==> config.mk <==
export PLATFORM = sky130hd
export DESIGN_NAME = enveloped_sine_tone_generator
export DESIGN_NICKNAME = d
export VERILOG_FILES = /design/src/hdl/estg_pkg.sv /design/src/hdl/enveloped_sine_tone_generator.sv /design/src/hdl/estg_sine_lookup.sv /design/src/hdl/estg_env_step.sv
export VERILOG_INCLUDE_DIRS = /design/src /design/src/hdl
export SDC_FILE = /design/constraint.sdc
export NUM_CORES = 2
export LEC_CHECK = 0
export BUFFER_PORTS_ARGS = -buffer_cell sky130_fd_sc_hd__buf_2
export CAP_MARGIN = 0
export CORE_MARGIN = 2
export CORE_UTILIZATION = 45
export CTS_BUF_LIST = sky130_fd_sc_hd__clkbuf_8
export CTS_CLUSTER_DIAMETER = 100
export DETAILED_ROUTE_END_ITERATION = 16
export SYNTH_ARGS = -nofsm -noshare
export SYNTH_HDL_FRONTEND = slang
export SYNTH_SLANG_ARGS = --single-unit
==> constraint.sdc <==
create_clock -name aclk -period 9.9 [get_ports aclk]
set_input_delay 1.98 -clock aclk [delete_from_list [all_inputs] [get_ports aclk]]
set_output_delay 1.98 -clock aclk [all_outputs]
set_load 0.02 [all_outputs]
==> src/hdl/enveloped_sine_tone_generator_assert.svh <==
// Assertion macros for the enveloped sine tone generator.
// Used by modules that have aclk and aresetn in scope; needs no other file.
`ifndef ENVELOPED_SINE_TONE_GENERATOR_ASSERT_SVH
`define ENVELOPED_SINE_TONE_GENERATOR_ASSERT_SVH

// same-cycle implication
`define ESTG_ASSERT_NOW(lbl, ante, cons, msg) \
    lbl: assert property (@(posedge aclk) disable iff (!aresetn) (ante) |-> (cons)) \
        else $error(msg);

// next-cycle implication
`define ESTG_ASSERT_NEXT(lbl, ante, cons, msg) \
    lbl: assert property (@(posedge aclk) disable iff (!aresetn) (ante) |=> (cons)) \
        else $error(msg);

`endif

==> src/hdl/estg_pkg.sv <==
// Shared types, constants and elaboration-time functions for the tone generator.
// No dependencies; used by every module of the block.
package estg_pkg;

    localparam int SINE_TABLE_DEPTH = 1024;
    localparam int PHASE_BITS       = 32;

    localparam int SINE_IDX_BITS = $clog2(SINE_TABLE_DEPTH);
    localparam int QUARTER_DEPTH = SINE_TABLE_DEPTH / 4;
    localparam int QUARTER_BITS  = SINE_IDX_BITS - 2;

    localparam int NOTE_LEN_W   = 16;
    localparam int GAIN_STEP_W  = 21;
    localparam int START_GAIN_W = 25;
    localparam int GAIN_W       = 32;
    localparam int STEP_W       = 32;
    localparam int SAMPLE_W     = 16;
    localparam int SINE_MAG_W   = 15;
    localparam int CFG_ADDR_W   = 2;
    localparam int CFG_DATA_W   = 25;
    localparam int NUM_BOUNDS   = 6;

    localparam logic [NOTE_LEN_W-1:0]   NOTE_LENGTH_RST = 16'd20000;
    localparam logic [GAIN_STEP_W-1:0]  GAIN_STEP_RST   = 21'd78643;
    localparam logic [START_GAIN_W-1:0] START_GAIN_RST  = 25'd131072;

    localparam logic [CFG_ADDR_W-1:0] REG_NOTE_LENGTH = 2'd0;
    localparam logic [CFG_ADDR_W-1:0] REG_GAIN_STEP   = 2'd1;
    localparam logic [CFG_ADDR_W-1:0] REG_START_GAIN  = 2'd2;

    // floor(x / 7) = (x * DIV7_MUL) >> DIV7_SHIFT, exact for x below 2^19
    localparam logic [19:0] DIV7_MUL   = 20'd599187;
    localparam int          DIV7_SHIFT = 22;

    localparam longint unsigned HALF_PI_Q30 = 64'd1686629713;

    typedef logic [NUM_BOUNDS-1:0][NOTE_LEN_W-1:0] seg_bounds_t;
    typedef logic [SINE_MAG_W-1:0] quarter_rom_t [QUARTER_DEPTH];

    function automatic logic [NOTE_LEN_W-1:0] seg_bound(input logic [NOTE_LEN_W-1:0] len,
                                                       input logic [2:0] k);
        logic [18:0] scaled;
        logic [41:0] prod;
        scaled = 19'(len) * 19'(k);
        prod   = 42'(scaled) * 42'(DIV7_MUL);
        return prod[DIV7_SHIFT +: NOTE_LEN_W];
    endfunction

    function automatic seg_bounds_t all_bounds(input logic [NOTE_LEN_W-1:0] len);
        seg_bounds_t b;
        for (int k = 0; k < NUM_BOUNDS; k++) begin
            b[k] = seg_bound(len, 3'(k + 1));
        end
        return b;
    endfunction

    localparam seg_bounds_t BOUNDS_RST = all_bounds(NOTE_LENGTH_RST);

    // quarter-wave sine magnitude in Q0.15, Taylor series through x^13 in Q30
    function automatic logic [SINE_MAG_W-1:0] sine_entry(input int unsigned u);
        longint unsigned x;
        longint unsigned x2;
        longint unsigned t;
        longint          s;
        longint          v;
        x  = (longint'(4 * u) * HALF_PI_Q30) / SINE_TABLE_DEPTH;
        x2 = (x * x) >> 30;
        t  = x;
        s  = longint'(x);
        t  = ((t * x2) >> 30) / 6;
        s  = s - longint'(t);
        t  = ((t * x2) >> 30) / 20;
        s  = s + longint'(t);
        t  = ((t * x2) >> 30) / 42;
        s  = s - longint'(t);
        t  = ((t * x2) >> 30) / 72;
        s  = s + longint'(t);
        t  = ((t * x2) >> 30) / 110;
        s  = s - longint'(t);
        t  = ((t * x2) >> 30) / 156;
        s  = s + longint'(t);
        if (s < 0) begin
            s = 0;
        end
        v = (s * 32767 + (longint'(1) << 29)) >>> 30;
        if (v > 32767) begin
            v = 32767;
        end
        return SINE_MAG_W'(v);
    endfunction

    function automatic quarter_rom_t build_quarter();
        quarter_rom_t r;
        for (int u = 0; u < QUARTER_DEPTH; u++) begin
            r[u] = sine_entry(u);
        end
        return r;
    endfunction

    localparam quarter_rom_t QUARTER_ROM = build_quarter();
    localparam logic [SINE_MAG_W-1:0] SINE_PEAK = sine_entry(QUARTER_DEPTH);

endpackage

==> src/hdl/enveloped_sine_tone_generator.sv <==
// Enveloped sine tone generator: one sample item out for each item in.
// An accepted item is held in the s1 registers, then in the output register that drives m_tvalid.
// Throughput: one item per cycle unless stalled, set by the phase/gain loop and one multiplier stage.
// Reset (aresetn low, synchronous): note restarts, pipeline empties, registers load defaults.
// Depends on estg_pkg, estg_sine_lookup, estg_env_step and the assertion header.
`include "enveloped_sine_tone_generator_assert.svh"

module enveloped_sine_tone_generator (
    input  logic                                  aclk,
    input  logic                                  aresetn,
    input  logic                                  cfg_we,
    input  logic [estg_pkg::CFG_ADDR_W-1:0]       cfg_addr,
    input  logic [estg_pkg::CFG_DATA_W-1:0]       cfg_wdata,
    input  logic                                  s_tvalid,
    output logic                                  s_tready,
    input  logic [estg_pkg::STEP_W-1:0]           s_tdata,   // [31:0] phase_step
    output logic                                  m_tvalid,
    input  logic                                  m_tready,
    output logic [estg_pkg::SAMPLE_W-1:0]         m_tdata,   // [15:0] sample
    output logic                                  m_tlast
);

    localparam int PW = 2 * estg_pkg::GAIN_W - estg_pkg::SAMPLE_W;
    localparam int QW = PW - (estg_pkg::GAIN_W - 1);

    logic [estg_pkg::NOTE_LEN_W-1:0]     note_length_reg;
    logic [estg_pkg::GAIN_STEP_W-1:0]    gain_step_reg;
    logic [estg_pkg::START_GAIN_W-1:0]   start_gain_reg;
    estg_pkg::seg_bounds_t               bounds_reg;

    logic [estg_pkg::NOTE_LEN_W-1:0]     idx_reg, idx_next;
    logic signed [estg_pkg::GAIN_W-1:0]  gain_reg, gain_next;
    logic [estg_pkg::PHASE_BITS-1:0]     phase_reg, phase_next;
    logic [estg_pkg::STEP_W-1:0]         held_reg;

    logic                                s1_valid_reg, s1_valid_next;
    logic signed [estg_pkg::GAIN_W-1:0]  s1_gain_reg;
    logic signed [estg_pkg::SAMPLE_W-1:0] s1_sine_reg;
    logic                                s1_last_reg;

    logic                                out_valid_reg, out_valid_next;
    logic [estg_pkg::SAMPLE_W-1:0]       out_sample_reg, out_sample_next;
    logic                                out_last_reg;

    logic                                out_adv;
    logic                                acc;
    logic                                note_start;
    logic                                cur_last;
    logic signed [estg_pkg::GAIN_W-1:0]  eff_gain;
    logic [estg_pkg::PHASE_BITS-1:0]     eff_phase;
    logic [estg_pkg::STEP_W-1:0]         eff_step;
    logic signed [estg_pkg::SAMPLE_W-1:0] cur_sine;
    logic signed [estg_pkg::GAIN_W-1:0]  env_gain;

    logic signed [PW-1:0]                prod;
    logic [PW-1:0]                       mag;
    logic [QW-1:0]                       quot;

    // handshake
    assign out_adv  = !out_valid_reg || m_tready;
    assign s_tready = !s1_valid_reg || out_adv;
    assign acc      = s_tvalid && s_tready;

    // config registers
    always_ff @(posedge aclk) begin
        if (!aresetn) begin
            note_length_reg <= estg_pkg::NOTE_LENGTH_RST;
            gain_step_reg   <= estg_pkg::GAIN_STEP_RST;
            start_gain_reg  <= estg_pkg::START_GAIN_RST;
            bounds_reg      <= estg_pkg::BOUNDS_RST;
        end else if (cfg_we) begin
            case (cfg_addr)
                estg_pkg::REG_NOTE_LENGTH: begin
                    note_length_reg <= cfg_wdata[estg_pkg::NOTE_LEN_W-1:0];
                    bounds_reg <= estg_pkg::all_bounds(cfg_wdata[estg_pkg::NOTE_LEN_W-1:0]);
                end
                estg_pkg::REG_GAIN_STEP: begin
                    gain_step_reg <= cfg_wdata[estg_pkg::GAIN_STEP_W-1:0];
                end
                estg_pkg::REG_START_GAIN: begin
                    start_gain_reg <= cfg_wdata[estg_pkg::START_GAIN_W-1:0];
                end
                default: begin
                end
            endcase
        end
    end

    // note state, with reload at note start
    assign note_start = (idx_reg == '0);
    assign eff_gain   = note_start ? signed'(estg_pkg::GAIN_W'(start_gain_reg)) : gain_reg;
    assign eff_phase  = note_start ? '0 : phase_reg;
    assign eff_step   = note_start ? s_tdata : held_reg;
    assign cur_last   = (idx_reg >= note_length_reg);

    estg_sine_lookup u_sine (
        .phase_idx (eff_phase[estg_pkg::PHASE_BITS-1 -: estg_pkg::SINE_IDX_BITS]),
        .sine      (cur_sine)
    );

    estg_env_step u_env (
        .gain      (eff_gain),
        .step      (gain_step_reg),
        .idx       (idx_reg),
        .bounds    (bounds_reg),
        .gain_next (env_gain)
    );

    always_comb begin
        idx_next   = idx_reg;
        gain_next  = gain_reg;
        phase_next = phase_reg;
        if (acc) begin
            if (cur_last) begin
                idx_next = '0;
            end else begin
                idx_next   = idx_reg + estg_pkg::NOTE_LEN_W'(1);
                gain_next  = env_gain;
                phase_next = eff_phase + estg_pkg::PHASE_BITS'(eff_step);
            end
        end
    end

    always_ff @(posedge aclk) begin
        if (!aresetn) begin
            idx_reg <= '0;
        end else begin
            idx_reg <= idx_next;
        end
    end

    always_ff @(posedge aclk) begin
        gain_reg  <= gain_next;
        phase_reg <= phase_next;
        if (acc) begin
            held_reg    <= eff_step;
            s1_gain_reg <= eff_gain;
            s1_sine_reg <= cur_sine;
            s1_last_reg <= cur_last;
        end
    end

    // multiply, truncate toward zero, saturate
    assign prod = PW'(s1_gain_reg) * PW'(s1_sine_reg);
    assign mag  = prod[PW-1] ? PW'(-prod) : PW'(prod);
    assign quot = mag[PW-1 -: QW];

    always_comb begin
        if (prod[PW-1]) begin
            if (quot > QW'(32768)) begin
                out_sample_next = {1'b1, {(estg_pkg::SAMPLE_W-1){1'b0}}};
            end else begin
                out_sample_next = estg_pkg::SAMPLE_W'(QW'(0) - quot);
            end
        end else begin
            if (quot > QW'(32767)) begin
                out_sample_next = {1'b0, {(estg_pkg::SAMPLE_W-1){1'b1}}};
            end else begin
                out_sample_next = quot[estg_pkg::SAMPLE_W-1:0];
            end
        end
    end

    assign s1_valid_next  = s_tready ? acc : s1_valid_reg;
    assign out_valid_next = out_adv ? s1_valid_reg : out_valid_reg;

    always_ff @(posedge aclk) begin
        if (!aresetn) begin
            s1_valid_reg  <= 1'b0;
            out_valid_reg <= 1'b0;
        end else begin
            s1_valid_reg  <= s1_valid_next;
            out_valid_reg <= out_valid_next;
        end
    end

    always_ff @(posedge aclk) begin
        if (out_adv && s1_valid_reg) begin
            out_sample_reg <= out_sample_next;
            out_last_reg   <= s1_last_reg;
        end
    end

    assign m_tvalid = out_valid_reg;
    assign m_tdata  = out_sample_reg;
    assign m_tlast  = out_last_reg;

    `ESTG_ASSERT_NOW(stall_blocks_a, out_valid_reg && !m_tready && s1_valid_reg, !s_tready, "input taken into a full pipeline")
    `ESTG_ASSERT_NOW(empty_ready_a, !out_valid_reg, s_tready, "input refused with empty output")
    `ESTG_ASSERT_NEXT(note_wrap_a, acc && cur_last, idx_reg == '0, "note did not restart after last item")
    `ESTG_ASSERT_NEXT(note_count_a, acc && !cur_last, idx_reg == $past(idx_reg) + estg_pkg::NOTE_LEN_W'(1), "sample counter did not advance")
    `ESTG_ASSERT_NEXT(start_gain_a, acc && note_start, s1_gain_reg == signed'(estg_pkg::GAIN_W'($past(start_gain_reg))), "note start did not load start gain")

endmodule

==> src/hdl/estg_sine_lookup.sv <==
// Sine lookup: maps the top phase bits onto a quarter-wave table.
// Depends on estg_pkg for the table and widths.
module estg_sine_lookup (
    input  logic [estg_pkg::SINE_IDX_BITS-1:0] phase_idx,
    output logic signed [estg_pkg::SAMPLE_W-1:0] sine
);

    logic [1:0]                              quad;
    logic [estg_pkg::QUARTER_BITS-1:0]       rem;
    logic [estg_pkg::SINE_MAG_W-1:0]         mag;
    logic signed [estg_pkg::SAMPLE_W-1:0]    mag_s;

    assign quad = phase_idx[estg_pkg::SINE_IDX_BITS-1 -: 2];
    assign rem  = phase_idx[estg_pkg::QUARTER_BITS-1:0];

    always_comb begin
        if (quad[0]) begin
            if (rem == '0) begin
                mag = estg_pkg::SINE_PEAK;
            end else begin
                mag = estg_pkg::QUARTER_ROM[estg_pkg::QUARTER_BITS'('0) - rem];
            end
        end else begin
            mag = estg_pkg::QUARTER_ROM[rem];
        end
    end

    assign mag_s = signed'({1'b0, mag});
    assign sine  = quad[1] ? -mag_s : mag_s;

endmodule

==> src/hdl/estg_env_step.sv <==
// Envelope update: picks one of seven segments and saturates the new gain.
// Depends on estg_pkg for the bound type and widths.
module estg_env_step (
    input  logic signed [estg_pkg::GAIN_W-1:0]      gain,
    input  logic [estg_pkg::GAIN_STEP_W-1:0]        step,
    input  logic [estg_pkg::NOTE_LEN_W-1:0]         idx,
    input  estg_pkg::seg_bounds_t                   bounds,
    output logic signed [estg_pkg::GAIN_W-1:0]      gain_next
);

    localparam int DW = estg_pkg::GAIN_STEP_W + 2;
    localparam int SW = estg_pkg::GAIN_W + 2;

    logic signed [DW-1:0] step_s;
    logic signed [DW-1:0] half_s;
    logic signed [DW-1:0] quarter_s;
    logic signed [DW-1:0] delta;
    logic                 halve;
    logic signed [SW-1:0] base;
    logic signed [SW-1:0] sum;

    assign step_s    = signed'({2'b00, step});
    assign half_s    = signed'({3'b000, step[estg_pkg::GAIN_STEP_W-1:1]});
    assign quarter_s = signed'({4'b0000, step[estg_pkg::GAIN_STEP_W-1:2]});

    always_comb begin
        halve = 1'b0;
        if (idx <= bounds[0]) begin
            delta = step_s;
        end else if (idx <= bounds[1]) begin
            delta = -half_s;
        end else if (idx <= bounds[2]) begin
            delta = '0;
        end else if (idx <= bounds[3]) begin
            delta = -quarter_s;
        end else if (idx <= bounds[4]) begin
            delta = '0;
        end else if (idx <= bounds[5]) begin
            delta = -half_s;
        end else begin
            delta = step_s;
            halve = 1'b1;
        end
    end

    assign base = halve ? SW'(gain >>> 1) : SW'(gain);
    assign sum  = base + SW'(delta);

    always_comb begin
        if (sum[SW-1:estg_pkg::GAIN_W-1] == '0 || sum[SW-1:estg_pkg::GAIN_W-1] == '1) begin
            gain_next = sum[estg_pkg::GAIN_W-1:0];
        end else if (sum[SW-1]) begin
            gain_next = {1'b1, {(estg_pkg::GAIN_W-1){1'b0}}};
        end else begin
            gain_next = {1'b0, {(estg_pkg::GAIN_W-1){1'b1}}};
        end
    end

endmodule
# After elaboration in Yosys (flattened, before gate mapping)
# Memories as Yosys holds them, arrays and structs flattened.
# Cells that the tools add are included.
[op_classes]
n_reduce_logical = 15
eq_ne = 3
multipliers = 10
order_cmp = 11
add_sub_neg = 9
n_bitwise = 3
muxes = 30
[ops]
columns = ["cell", "count"]
rows = [
  ["two-way mux 32 bit", 5],
  ["two-way mux 23 bit", 6],
  ["multiplier 16 x 20 -> 36 bit, second input constant", 3],
  ["two-way mux 15 bit", 7],
  ["less-or-equal comparator 16 bit", 5],
  ["two-way mux 16 bit", 4],
  ["multiplier 32 x 16 -> 48 bit", 1],
  ["two-way mux 48 bit", 1],
  ["negator 48 bit", 1],
  ["multiplier 18 x 20 -> 38 bit, second input constant", 1],
  ["multiplier 19 x 20 -> 38 bit, second input constant", 1],
  ["multiplier 18 x 20 -> 37 bit, second input constant", 1],
  ["multiplier 16 x 2 -> 18 bit, second input constant", 2],
  ["adder 32 x 23 -> 33 bit", 1],
  ["adder 32 bit", 1],
  ["two-way mux 31 bit", 1],
  ["negator 19 -> 23 bit", 1],
  ["negator 20 -> 23 bit", 1],
  ["multiplier 16 x 3 -> 19 bit, second input constant", 1],
  ["greater-or-equal comparator 9 bit, second input constant", 2],
  ["NOT 8 -> 9 bit", 2],
  ["> comparator 17 x 15 -> 1 bit, second input constant", 1],
  ["> comparator 17 x 16 -> 1 bit, second input constant", 1],
  ["adder 16 x 1 -> 16 bit, second input constant", 1],
  ["18 further kinds", 30],
]
[totals]
input_bits = 64
memories = 2
romBits = 7680
elab_cells = 104
out_inout_bits = 19
regBits = 337
[mem_list]
columns = ["name", "words", "width", "rd", "rd_clocked_by_memory_dff", "write_ports", "line", "text"]
rows = [
  ["(name not given)", 256, 15, 1, 0, 0, "estg_sine_lookup.sv:21", "mag = estg_pkg::QUARTER_ROM[estg_pkg::QUARTER_BITS'('0) - rem];"],
  ["(name not given)", 256, 15, 1, 0, 0, "estg_sine_lookup.sv:24", "mag = estg_pkg::QUARTER_ROM[rem];"],
]

# Depth between registers and ports, before layout
[depth]
word_depth = 12
depth_mapped = 42
ltp_nobuf = 42

# Modules after synthesis
# Synthesis repeated with hierarchy kept, for this count alone.
[hier_totals]
cells_unflattened = 7124
hier_area_um2 = 60750.8
[modules_own_cells]
columns = ["mod", "cells_per_inst", "seq_area_each_um2", "instances", "area_per_inst_um2"]
rows = [
  ["enveloped_sine_tone_generator", 4706, 7447.1, 1, 44772.9],
  ["estg_sine_lookup", 1584, 0.0, 1, 9794.4],
  ["estg_env_step", 834, 0.0, 1, 6183.4],
]

# Worst setup path after synthesis
# OpenSTA, ideal clock, no wires.
[synth_timing]
path_type = "input -> register"
from = "input cfg_wdata[1] (netlist name)"
to = "register bounds_reg[79] (netlist name)"
slack_ns = -0.369
stages = 40
arrival_ns = 10.184
n_path_buf = 0
required_time_ns = 9.814
setup_time_ns = 0.086
path_cell_list = "ha_1 > ha_1 > inv_1 > fa_1 > nor2b_1 > o21ai_0 > a21boi_0 > o21ai_0 > nand2b_1 > a21oi_1 > o21bai_1 > a21o_1 > nand2_1 > a21boi_0 > o21ai_0 > nand2b_1 > a21o_1 > a21o_1 > [... 4 more ...] > inv_1 > fa_1 > fa_1 > fa_1 > inv_1 > ha_1 > nand3_1 > nor3_1 > nand2_1 > o21a_1 > o31a_1 > o21ai_0 > o2111a_1 > and3b_1 > o31ai_1 > a21oi_1 > xnor2_1 > a211oi_1"
[synth_between]
elab_chain_len = 2
[synth_rtl]
columns = ["item", "line", "text"]
rows = [
  ["start, declared", "enveloped_sine_tone_generator.sv:13", "input logic [estg_pkg::CFG_DATA_W-1:0] cfg_wdata,"],
  ["multiplier 16 x 3 -> 19 bit", "estg_pkg.sv:44", "scaled = 19'(len) * 19'(k);"],
  ["multiplier 19 x 20 -> 38 bit", "estg_pkg.sv:45", "prod = 42'(scaled) * 42'(DIV7_MUL);"],
  ["end signal, assigned", "enveloped_sine_tone_generator.sv:70", "bounds_reg <= estg_pkg::BOUNDS_RST;"],
  ["end signal, assigned", "enveloped_sine_tone_generator.sv:75", "bounds_reg <= estg_pkg::all_bounds(cfg_wdata[estg_pkg::NOTE_LEN_W-1:0]);"],
  ["end, declared", "enveloped_sine_tone_generator.sv:29", "estg_pkg::seg_bounds_t bounds_reg;"],
]
# No other way between the ends.
# A chain may end at the register's enable or synchronous reset.

# Worst setup path after layout
[layout_timing]
from = "input cfg_wdata[1] (netlist name)"
to = "register bounds_reg[46] (netlist name)"
[layout_between]
elab_chain_len = 2
[layout_rtl]
columns = ["item", "line"]
rows = [
  ["multiplier 16 x 2 -> 18 bit", "estg_pkg.sv:44"],
  ["multiplier 18 x 20 -> 38 bit", "estg_pkg.sv:45"],
]
# No other way between the ends.

==> results_dict.tcl <==
set metrics [dict create \
    run_status "complete, no violations" \
    layout-area-overhead-vs-synth_pct 9.55 \
    post_layout_nonfiller_instances 8781 \
    detailed_route_wl_um 180000 \
    synth.cell_area_mm2 0.0582 \
    detail_route.wl_per_cell_um 20.5 \
    final-hold-violation-count 0 \
    period_minus_slack_ns 9.49 \
    tritoncts "yes" \
    drtAntennaViolNets 0 \
    critical_path_fanouts_max 7 \
    asyncSetResetFlopFracSynth_pct 0 \
    worstHoldPathType "flip-flop to flip-flop" \
    synthSimpleGateAreaFrac_pct 15.8 \
    setup.worst_path.class "input pin to flip-flop" \
    max_stage_delay_ns 0.54 \
    synth_adder_area_share_pct 40.0 \
    dr.first_iter.drc_count 4285 \
    dr_total_vias 50676 \
    synth_top_cells_by_area "sky130_fd_sc_hd__fa_1 (23%), sky130_fd_sc_hd__ha_1 (17%), sky130_fd_sc_hd__edfxtp_1 (8.4%), sky130_fd_sc_hd__inv_1 (6.8%), sky130_fd_sc_hd__nand2_1 (5.5%)" \
    synth_flop_cell "sky130_fd_sc_hd__edfxtp_1" \
    cts_hold_buffers 0 \
    cp_data_required_time_ns 10.52 \
    clk_latency_ns 0.71 \
    clockRootBuffer "sky130_fd_sc_hd__clkbuf_8" \
    yosys.area_share.xor_xnor_pct 3.58 \
    worstSetupEndpointType "flip-flop" \
    final.hold.worst_slack_ns 0.432 \
    total_routing_usage_gr_pct 27.4 \
    synth_top_cell_by_area "sky130_fd_sc_hd__fa_1" \
    synth_compound_area_share_pct 16.7 \
    yosys.area.top_type_share_pct 23.4 \
    multi_input_area_mm2 0.0457 \
    die_height_um 364 \
    num_io_pins 83 \
    critical_path_source_type "input pin" \
    maxSlewHeadroom_pct 32.5 \
    first_pass_iters 6 \
    synthMuxAreaShare_pct 1.79 \
    avgViaCountPerCell 5.77 \
    numClockSinks 291 \
    yosys.cell_types.count 104 \
    ys_warn_count 0 \
    critical_path.most_common_cell "sky130_fd_sc_hd__a21oi_2" \
    largest_reg_flops 49 \
    first_pass_grt_wire_length_um 289000 \
    avgSynthCellArea_um2 8.38 \
    antenna_found_initial 13 \
    drc 0 \
    ys_seq_elements 291 \
    maximum_buffer_depth_of_the_clock_tree 3 \
    post-dp-hpwl_um 136000 \
    pin_count_of_the_biggest_net_entering_global_routing 110 \
    clk_transition_reported_paths_ns 0.06 \
    library_cell_contributing_the_largest_single_delay_on_the_critical_path "sky130_fd_sc_hd__fa_1" \
    finClkSkew_ns 0.0594 \
    post_synth_edffs 162 \
    total_instance_count_after_detailed_placement 8647 \
    cts_buffers 55 \
    fin_util_pct 49.8 \
    final_std_cell_area_no_fill_mm2 0.0637 \
    post_synth_inst_count 6943 \
    share_of_synthesized_area_occupied_by_flip_flops_and_latches_pct 12.8 \
    postSynthNetCount 8455 \
    die-width_um 364 \
    die-area_mm2 0.132 \
    tightest_slew_ns 1.01 \
    timing.fmax_mhz 105 \
    port_buffers 82 \
    placement.cell_area_mm2 0.0622 \
    initial_utilization_pct 45.5 \
    synth_top_family_by_area "adder cells" \
    fraction_of_the_cycle_the_final_worst_path_needs_pct 95.8 \
    gr-total-overflow 0 \
    setup_viol_count_final 0 \
    grt_setup_unrepaired "true" \
    layout.nets 8582 \
    drv_slew 0 \
    num_rows 131 \
    design.core.area_mm2 0.128 \
    ff_latch_area_mm2 0.00745 \
    drive_gt1_share_pct 9.29 \
    global_placer_s_final_weighted_congestion 0.983 \
    ctsHtreeMaxLevel 2 \
    max_cap_viols 0 \
    fillerInstances 12487 \
    critPathArrivalTime_ns 10.10 \
    first_global_vias 51631 \
]
what timing repair did:
action / in CTS / in global routing
endpoints found under the setup margin: 0 / 32
buffers inserted: 0 / 28
gates resized for setup: 0 / 38
kinds of logic after synthesis:
logic type,count (synthesis)
adders and majority gates,1451
and+or+nand+nor,1973
muxes,92
xor gates and xnor gates,235
DFF,291
buffers and inverters,1430
AOI/OAI and AO/OA,1471
Yosys cell counts, drive strengths merged, types with 18 or more instances:
| library cell | instances |
|---|---|
| o22ai | 50 |
| ha | 769 |
| fa | 679 |
| o311ai | 32 |
| nor2 | 350 |
| a211oi | 91 |
| or3 | 28 |
| nand2b | 45 |
| nand2 | 851 |
| buf | 61 |
| inv | 1049 |
| nand4 | 42 |
| or2 | 24 |
| o211ai | 106 |
| o31ai | 20 |
| clkbuf | 312 |
| nor3 | 119 |
| a311oi | 31 |
| nor4 | 32 |
| and2 | 245 |
| a211o | 19 |
| o21ai | 306 |
| a31oi | 51 |
| xor2 | 87 |
| o21a | 48 |
| o221ai | 18 |
| nand3 | 121 |
| a21oi | 394 |
| a221oi | 26 |
| mux2i | 78 |
| nor2b | 45 |
| a21boi | 19 |
| dfxtp | 129 |
| o21bai | 29 |
| a21o | 83 |
| and3 | 23 |
| edfxtp | 162 |
| xnor2 | 148 |
worst max-delay path: cells and delay by family:
family                     cells  cell delay, ns
AOI/OAI and AO/OA             22            3.34
xor gates and xnor gates       1            0.15
adders and majority gates      8            3.44
buffers and inverters          6            0.70
and+or+nand+nor                5            0.47
layer usage:
| metal | GRT usage [%] | wire (um) |
|---|---|---|
| met1 | 37.0 | 77900 |
| met2 | 45.0 | 82200 |
| met3 | 4.68 | 13900 |
| met4 | 8.10 | 5580 |
| met5 | 0 | 98 |
per-stage QoR:
stage | setup slack (ns) | setup TNS (ns)
after floorplan | 0.00485 | 0
after global placement | -0.575 | -5.55
after detailed placement | -0.726 | -7.29
after CTS | 0.0297 | 0
after global routing | -0.0874 | -0.135
final | 0.414 | 0
path summary, 6_finish.rpt:
| path | end | cells past startpoint | slack, ns | startpoint |
|---|---|---|---|---|
| setup reg to reg | m_tdata[5] | 33 | 0.46 | s1_sine_reg[6] |
| setup / recovery | bounds_reg[46] | 42 | 0.41 | cfg_wdata[1] |
| hold reg to reg | m_tlast | 0 | 0.43 | s1_last_reg |
| hold / removal | m_tlast | 0 | 0.43 | s1_last_reg |
area by class of cell:
cell class / count / share of cell area [%]
Inverter: 1057 / 6.23
Sequential cell: 291 / 11.7
Timing Repair Buffer: 443 / 5.47
Tap cell: 1662 / 3.26
Clock inverter: 43 / 0.410
Multi-Input combinational cell: 5222 / 71.7
Clock buffer: 59 / 1.27
Antenna cell: 4 / 0.0157
placed cells by master (no fill, tap or decap), drive strengths merged, types with 50 or more instances in the layout:
cell type  netlist  final
a211oi          91     91
nor2           350    350
a21o            83     83
inv           1049   1072
o211ai         106    106
and2           245    245
o22ai           50     50
edfxtp         162    162
xnor2          148    148
fa             679    679
clkbuf         312     59
dfxtp          129    129
nor3           119    119
mux2i           78     78
xor2            87     87
a21oi          394    394
o21ai          306    306
ha             769    769
nand3          121    121
a31oi           51     51
nand2          851    851
buf             61    443
Power is left out: the tool's default activity adds up to more than one toggle a clock period on the data nets, which glitch-free logic cannot reach.
